### src/aafc_pkg.sv
`default_nettype none

package aafc_pkg;

    localparam int unsigned MAX_PLANES = 6;
    localparam int unsigned COORD_W    = 16;
    localparam int unsigned CNT_W      = 3;
    localparam int unsigned IDX_W      = 3;
    localparam int unsigned DATA_W     = 64;
    localparam int unsigned PROD_W     = 2 * COORD_W;
    localparam int unsigned FRAC_W     = 8;
    localparam int unsigned ACC_W      = PROD_W + 3;

    typedef enum logic [IDX_W-1:0] {
        REG_PLANE_COUNT = 3'd0,
        REG_PLANE_ZERO  = 3'd1,
        REG_PLANE_ONE   = 3'd2,
        REG_PLANE_TWO   = 3'd3,
        REG_PLANE_THREE = 3'd4,
        REG_PLANE_FOUR  = 3'd5,
        REG_PLANE_FIVE  = 3'd6
    } cfg_reg_t;

    localparam logic [CNT_W-1:0] PLANE_COUNT_RESET = 3'd6;

    typedef logic signed [COORD_W-1:0] q88_t;

    typedef struct packed {
        q88_t offset;
        q88_t nz;
        q88_t ny;
        q88_t nx;
    } plane_t;

    typedef struct packed {
        q88_t max_z;
        q88_t max_y;
        q88_t max_x;
        q88_t min_z;
        q88_t min_y;
        q88_t min_x;
    } box_t;

    typedef struct packed {
        logic [CNT_W-1:0]            plane_count;
        plane_t [MAX_PLANES-1:0]     planes;
    } cfg_t;

endpackage

`default_nettype wire

### src/aafc_cfg_regs.sv
`default_nettype none

module aafc_cfg_regs (
    input  wire logic                         aclk,
    input  wire logic                         aresetn,
    input  wire logic                         cfg_valid,
    output logic                              cfg_ready,
    input  wire logic [aafc_pkg::IDX_W-1:0]   cfg_index,
    input  wire logic [aafc_pkg::DATA_W-1:0]  cfg_data,
    output aafc_pkg::cfg_t                    cfg
);

    logic [aafc_pkg::CNT_W-1:0]                  count_reg;
    aafc_pkg::plane_t [aafc_pkg::MAX_PLANES-1:0] planes_reg;
    logic [aafc_pkg::IDX_W-1:0]                  plane_sel;
    logic                                        plane_wr;
    logic                                        count_wr;

    assign cfg_ready = 1'b1;
    assign plane_sel = cfg_index - aafc_pkg::REG_PLANE_ZERO;

    always_comb begin
        count_wr = 1'b0;
        plane_wr = 1'b0;
        case (aafc_pkg::cfg_reg_t'(cfg_index))
            aafc_pkg::REG_PLANE_COUNT: begin
                count_wr = cfg_valid;
            end
            aafc_pkg::REG_PLANE_ZERO, aafc_pkg::REG_PLANE_ONE, aafc_pkg::REG_PLANE_TWO,
            aafc_pkg::REG_PLANE_THREE, aafc_pkg::REG_PLANE_FOUR,
            aafc_pkg::REG_PLANE_FIVE: begin
                plane_wr = cfg_valid;
            end
            default: begin
                count_wr = 1'b0;
                plane_wr = 1'b0;
            end
        endcase
    end

    always_ff @(posedge aclk) begin
        if (!aresetn) begin
            count_reg  <= aafc_pkg::PLANE_COUNT_RESET;
            planes_reg <= '0;
        end else begin
            if (count_wr) begin
                count_reg <= cfg_data[aafc_pkg::CNT_W-1:0];
            end
            for (int p = 0; p < aafc_pkg::MAX_PLANES; p++) begin
                if (plane_wr && plane_sel == aafc_pkg::IDX_W'(p)) begin
                    planes_reg[p] <= cfg_data;
                end
            end
        end
    end

    // Counts above the number of plane lanes saturate.
    always_comb begin
        cfg.planes = planes_reg;
        if (count_reg > aafc_pkg::CNT_W'(aafc_pkg::MAX_PLANES)) begin
            cfg.plane_count = aafc_pkg::CNT_W'(aafc_pkg::MAX_PLANES);
        end else begin
            cfg.plane_count = count_reg;
        end
    end

endmodule

`default_nettype wire

### config.mk
export PLATFORM = sky130hd
export DESIGN_NAME = aafc_cfg_regs
export DESIGN_NICKNAME = d
export VERILOG_FILES = /design/src/aafc_pkg.sv /design/src/aafc_cfg_regs.sv
export SDC_FILE = /design/constraint.sdc
export NUM_CORES = 1
export LEC_CHECK = 0
export BUFFER_PORTS_ARGS = -buffer_cell sky130_fd_sc_hd__clkbuf_2
export CORE_ASPECT_RATIO = 0.8
export CORE_MARGIN = 1.5
export CORE_UTILIZATION = 46
export DETAILED_ROUTE_END_ITERATION = 10
export PLACE_DENSITY = 0.76
export SETUP_SLACK_MARGIN = 0.2
export SLEW_MARGIN = 40
export SYNTH_ARGS = -nofsm -noshare
export SYNTH_HDL_FRONTEND = slang
export SYNTH_SLANG_ARGS = --single-unit
export TNS_END_PERCENT = 20
### constraint.sdc
create_clock -name aclk -period 1.55 [get_ports aclk]
set_input_delay 0.0775 -clock aclk [delete_from_list [all_inputs] [get_ports aclk]]
set_output_delay 0.0775 -clock aclk [all_outputs]
set_load 0.03 [all_outputs]
# After elaboration in Yosys (flattened, before gate mapping)
# Index checks and enable logic that the tools add are counted.
# W data, S select, Z words.
# word_totals
regBits	387
wordCells	50
# op_classes
eq_ne	11
add_sub_neg	1
mux	3
magnitude_cmp	1
n_reduce_logical	9
# ops
op	count
$eq A3 B3 Y1 const B	5
$eq A3 B2 Y1 const B	4
$eq A3 B1 Y1 const B	2
$logic_and A1 B1 Y1	6
$logic_not A3 Y1	2
$reduce_or A6 Y1	1
$gt A3 B3 Y1 const B	1
$mux W3	1
$sub A3 B1 Y3 const B	1
$mux W1	2

# Depth between registers and ports, before layout
# depth
word_depth	4
depth_mapped	8
depth_no_buf	5

# Worst setup path before layout
# No wires, ideal clock.
# synth_timing
path_kind	input -> register
startpoint	in cfg_index[0] in the netlist's numbering
endpoint	reg planes_reg, in the netlist cfg[10]
t_arrival_ps	1432
path_buffers	3
stages	8
setup_slack_ps	48
setup_ps	70
cell_sequence	buf_4 -> nor2_1 -> ha_1 -> nand4bb_1 -> buf_2 -> clkbuf_1 -> nand2_1 -> a21oi_1
# synth_between
elab_chain_cells	4
elab_cells_between_ends	11
# synth_lines
item	line_no	rtl
start, declared	aafc_cfg_regs.sv:8	input wire logic [aafc_pkg::IDX_W-1:0] cfg_index,
branches (longest 3 deep; another with $sub A3 B1 Y3)	n/a	
$logic_and A1 B1 Y1 (*)	aafc_cfg_regs.sv:50	if (plane_wr && plane_sel == aafc_pkg::IDX_W'(p)) begin
end signal, assigned by index	aafc_cfg_regs.sv:51	planes_reg[p] <= cfg_data;
end, declared	aafc_cfg_regs.sv:14	aafc_pkg::plane_t [aafc_pkg::MAX_PLANES-1:0] planes_reg;
# Mark *: on every way between the ends.
# A chain may end at the register's enable or synchronous reset.

==> results.md <==
- Status: finished, final reports clean
- Nets: 2249
- Inst Count DP: 2485
- Routed WL: 53.0 mm
- Global-route wire length before repair: 81.1 mm
- Via count: 14700
- Most frequent cells in the layout: 514 x nand2_1, 455 x clkbuf_2, 387 x dfxtp_1
- Mean post-synth cell area: 8.31 um2
- RSZ-0062 raised after global routing: no
- Tmin final: 1.27 ns
- Final Setup Violations: 0
- WL/cell: 20.2 um
- Xor/xnor share of the synthesized area: 0%
- Internal: 16.8 mW
- Reg clk slew, reported paths: 0.06 ns
- HP Class: in -> reg
- Crit path buf inv count: 1
- Mapped Cells: 1738
- CTS HTree Levels: 2
- P_leak: about 7.5 nW
- R2R setup slack: 0.83 ns
- Sw power: 5.59 mW
- Initial antenna violation count: 2
- Mux share of post-synthesis cell area: 0.208%
- Core area: 0.0306 mm2
- Power density over the cells: roughly 1200 mW/mm2
- Ys Warns: 0
- Largest net degree at the start of global routing: 65
- Skew-Pair Late Insertion Delay: 0.52 ns
- Overall Global Routing Usage: 31.7%
- Sink Count: 387
- Final Hold Vio Count: 0
- CTS tree: done
- Crit-path cells: a21boi_1 > buf_4
- Slowest CP cell: dfxtp_1
- Post-synthesis compound-gate area fraction: 22.7%
- Commonest non-fill, non-tap cell in the layout: nand2_1
- Max incr delay on CP: 0.33 ns
- Root buffer cell: clkbuf_16
- Yosys cell types: 29
- Crit Path Class: reg -> out
- Die area: 0.0325 mm2
- RePlAce Congestion: roughly 0.85
- Net Sw Frac: around 25%
- Adder-Cell Fraction of Synth Area: 0.0866%
- DRT Pass-1 Iters: 5
- Drt drc: 0
- CP Launch Type: flop
- Hpwl dp: 34.3 mm
- Clock Path Buffers: 3
- CP Max Fanout: 2
- Final slew viol count: 0
- 1st-iter DRT viols: 1308
- Max reg flops: ~380
- Final setup margin: 0.278 ns
- CP Data Required Time: about 1.5 ns
- Crit path DAT: 1.19 ns
- Fmax: 0.786 GHz
- CP delay by family, top: flip-flops
- Vias in the first global route: about 14000
- Synth Area in Simple Gates: approximately 17%
- Combinational share of power: 10.0%
- Clock Skews: 0 ns
- Sequential fraction of the synthesis area: 53.6%
- Period utilisation layout: 82.1%
- Share of cells above drive strength 1: a little over a quarter
- Fin cells: about 2600
- GRT overflow: 0
- Number of max-cap violations: 0
- Area growth from synthesis to layout: 32.5%
- Synth Register Bits: 387
- Main combinational cell family by area after synthesis: compound AO/OA/AOI/OAI gates
- Row count: 57
- Crit. End Element: output port
- IO Pins: 458
- Worst slack at placement: -0.0362 ns
- Sequential Power Share: approximately 46%
- Avg Vias per Cell: 5.61
- Port Buf Inserts: around 460
- Post-Syn Nets: 1809
- Num CTS Buffers: 39
- Cell Area, Synth: 0.0144 mm2
- Antenna Violating Nets Remaining: 0
- Clock power share: 44.0%
- Die width: around 200 um
- Die H: about 160 um
- Starting Density: 47.2%
- Peak VDD IR: 1070 uV
[through the flow]
stage | TNS (ns) | total power, mW | utilization [%] | area, um2 | hold slack [ns]
2_1_floorplan | 0 | 11.7 | - | 14600 | 0.139
3_3_place_gp | -0.264 | 12.5 | 56.0 | 17100 | 0.323
3_5_place_dp | -0.344 | 12.6 | 56.1 | 17200 | 0.324
4_1_cts | 0 | 22.4 | 62.5 | 19100 | 0.0365
5_1_grt | 0 | 23.0 | 62.6 | 19100 | 0.100
6_report | 0 | 22.3 | 62.6 | 19100 | 0.0657
[path summary, 6_finish.rpt]
check,start,endpoint,cells past startpoint
hold / removal,cfg_index[2],cfg[153],3
setup / recovery,count_reg[0],cfg[384],2
hold reg to reg,cfg[371],cfg[371],2
setup reg to reg,cfg[325],cfg[325],2
[per-layer routing]
layer	vias up	global-route usage, %	share of wire [%]
met1	6935	40.1	39
met3	128	8.39	11
li1	6797	-	-
met5	-	0	0
met2	832	51.6	47
met4	0	12.5	3.3
[power by group through the flow]
stage | sequential [mW] | combinational [mW] | clock [mW]
3_5_place_dp | 10.5 | 2.07 | 0
2_1_floorplan | 10.9 | 0.812 | 0
6_report | 10.3 | 2.24 | 9.83
5_1_grt | 10.3 | 2.35 | 10.4
4_1_cts | 10.3 | 2.21 | 9.94
3_3_place_gp | 10.5 | 2.03 | 0
[cell usage after synthesis (all sizes together)]
master	count	area share [%]
and4bb	2	0.17
nand4b	3	0.23
o21ai	64	2.2
inv	2	0.052
nor4b	1	0.16
conb	1	0.026
nor2	2	0.052
and2	1	0.043
mux2i	3	0.21
nor3	1	0.11
o211ai	64	3.3
a21oi	384	14
nand2	515	13
and3	1	0.043
ha	1	0.087
clkbuf	79	2.1
o21ba	1	0.069
buf	91	4.5
nand4bb	2	0.16
and4b	3	0.21
a21boi	2	0.13
o31ai	64	3.3
nand3	64	2.2
dfxtp	387	54
[worst reg2reg max path: stages, from the launching register on]
cell,delay (ns)
dfxtp_1,0.35
nand2_1,0.09
a21oi_1,0.20
[logic make-up after synthesis]
| kind of cell | Yosys count |
|---|---|
| buffers and inverters | 172 |
| other | 1 |
| DFF | 387 |
| muxes | 3 |
| adders and majority gates | 1 |
| and+or+nand+nor | 595 |
| AOI/OAI and AO/OA | 579 |
[final cells by class]
class / count / area [um2]
Fill cell: 2576 / 11500
Multi-Input combinational cell: 1179 / 5840
Clock buffer: 56 / 1140
Sequential cell: 387 / 7750
Clock inverter: 10 / 183
Antenna cell: 2 / 5.00
Inverter: 2 / 15.0
Tap cell: 413 / 517
Timing Repair Buffer: 569 / 3700
[timing repair]
action / CTS / global route
endpoints found under the setup margin: 1 / 1
hold buffers: 65 / 0
resized for setup: 2 / 1
buffers inserted: 0 / 0
endpoints found under the hold margin: 380 / 0
(Power assumes the default switching activity.)
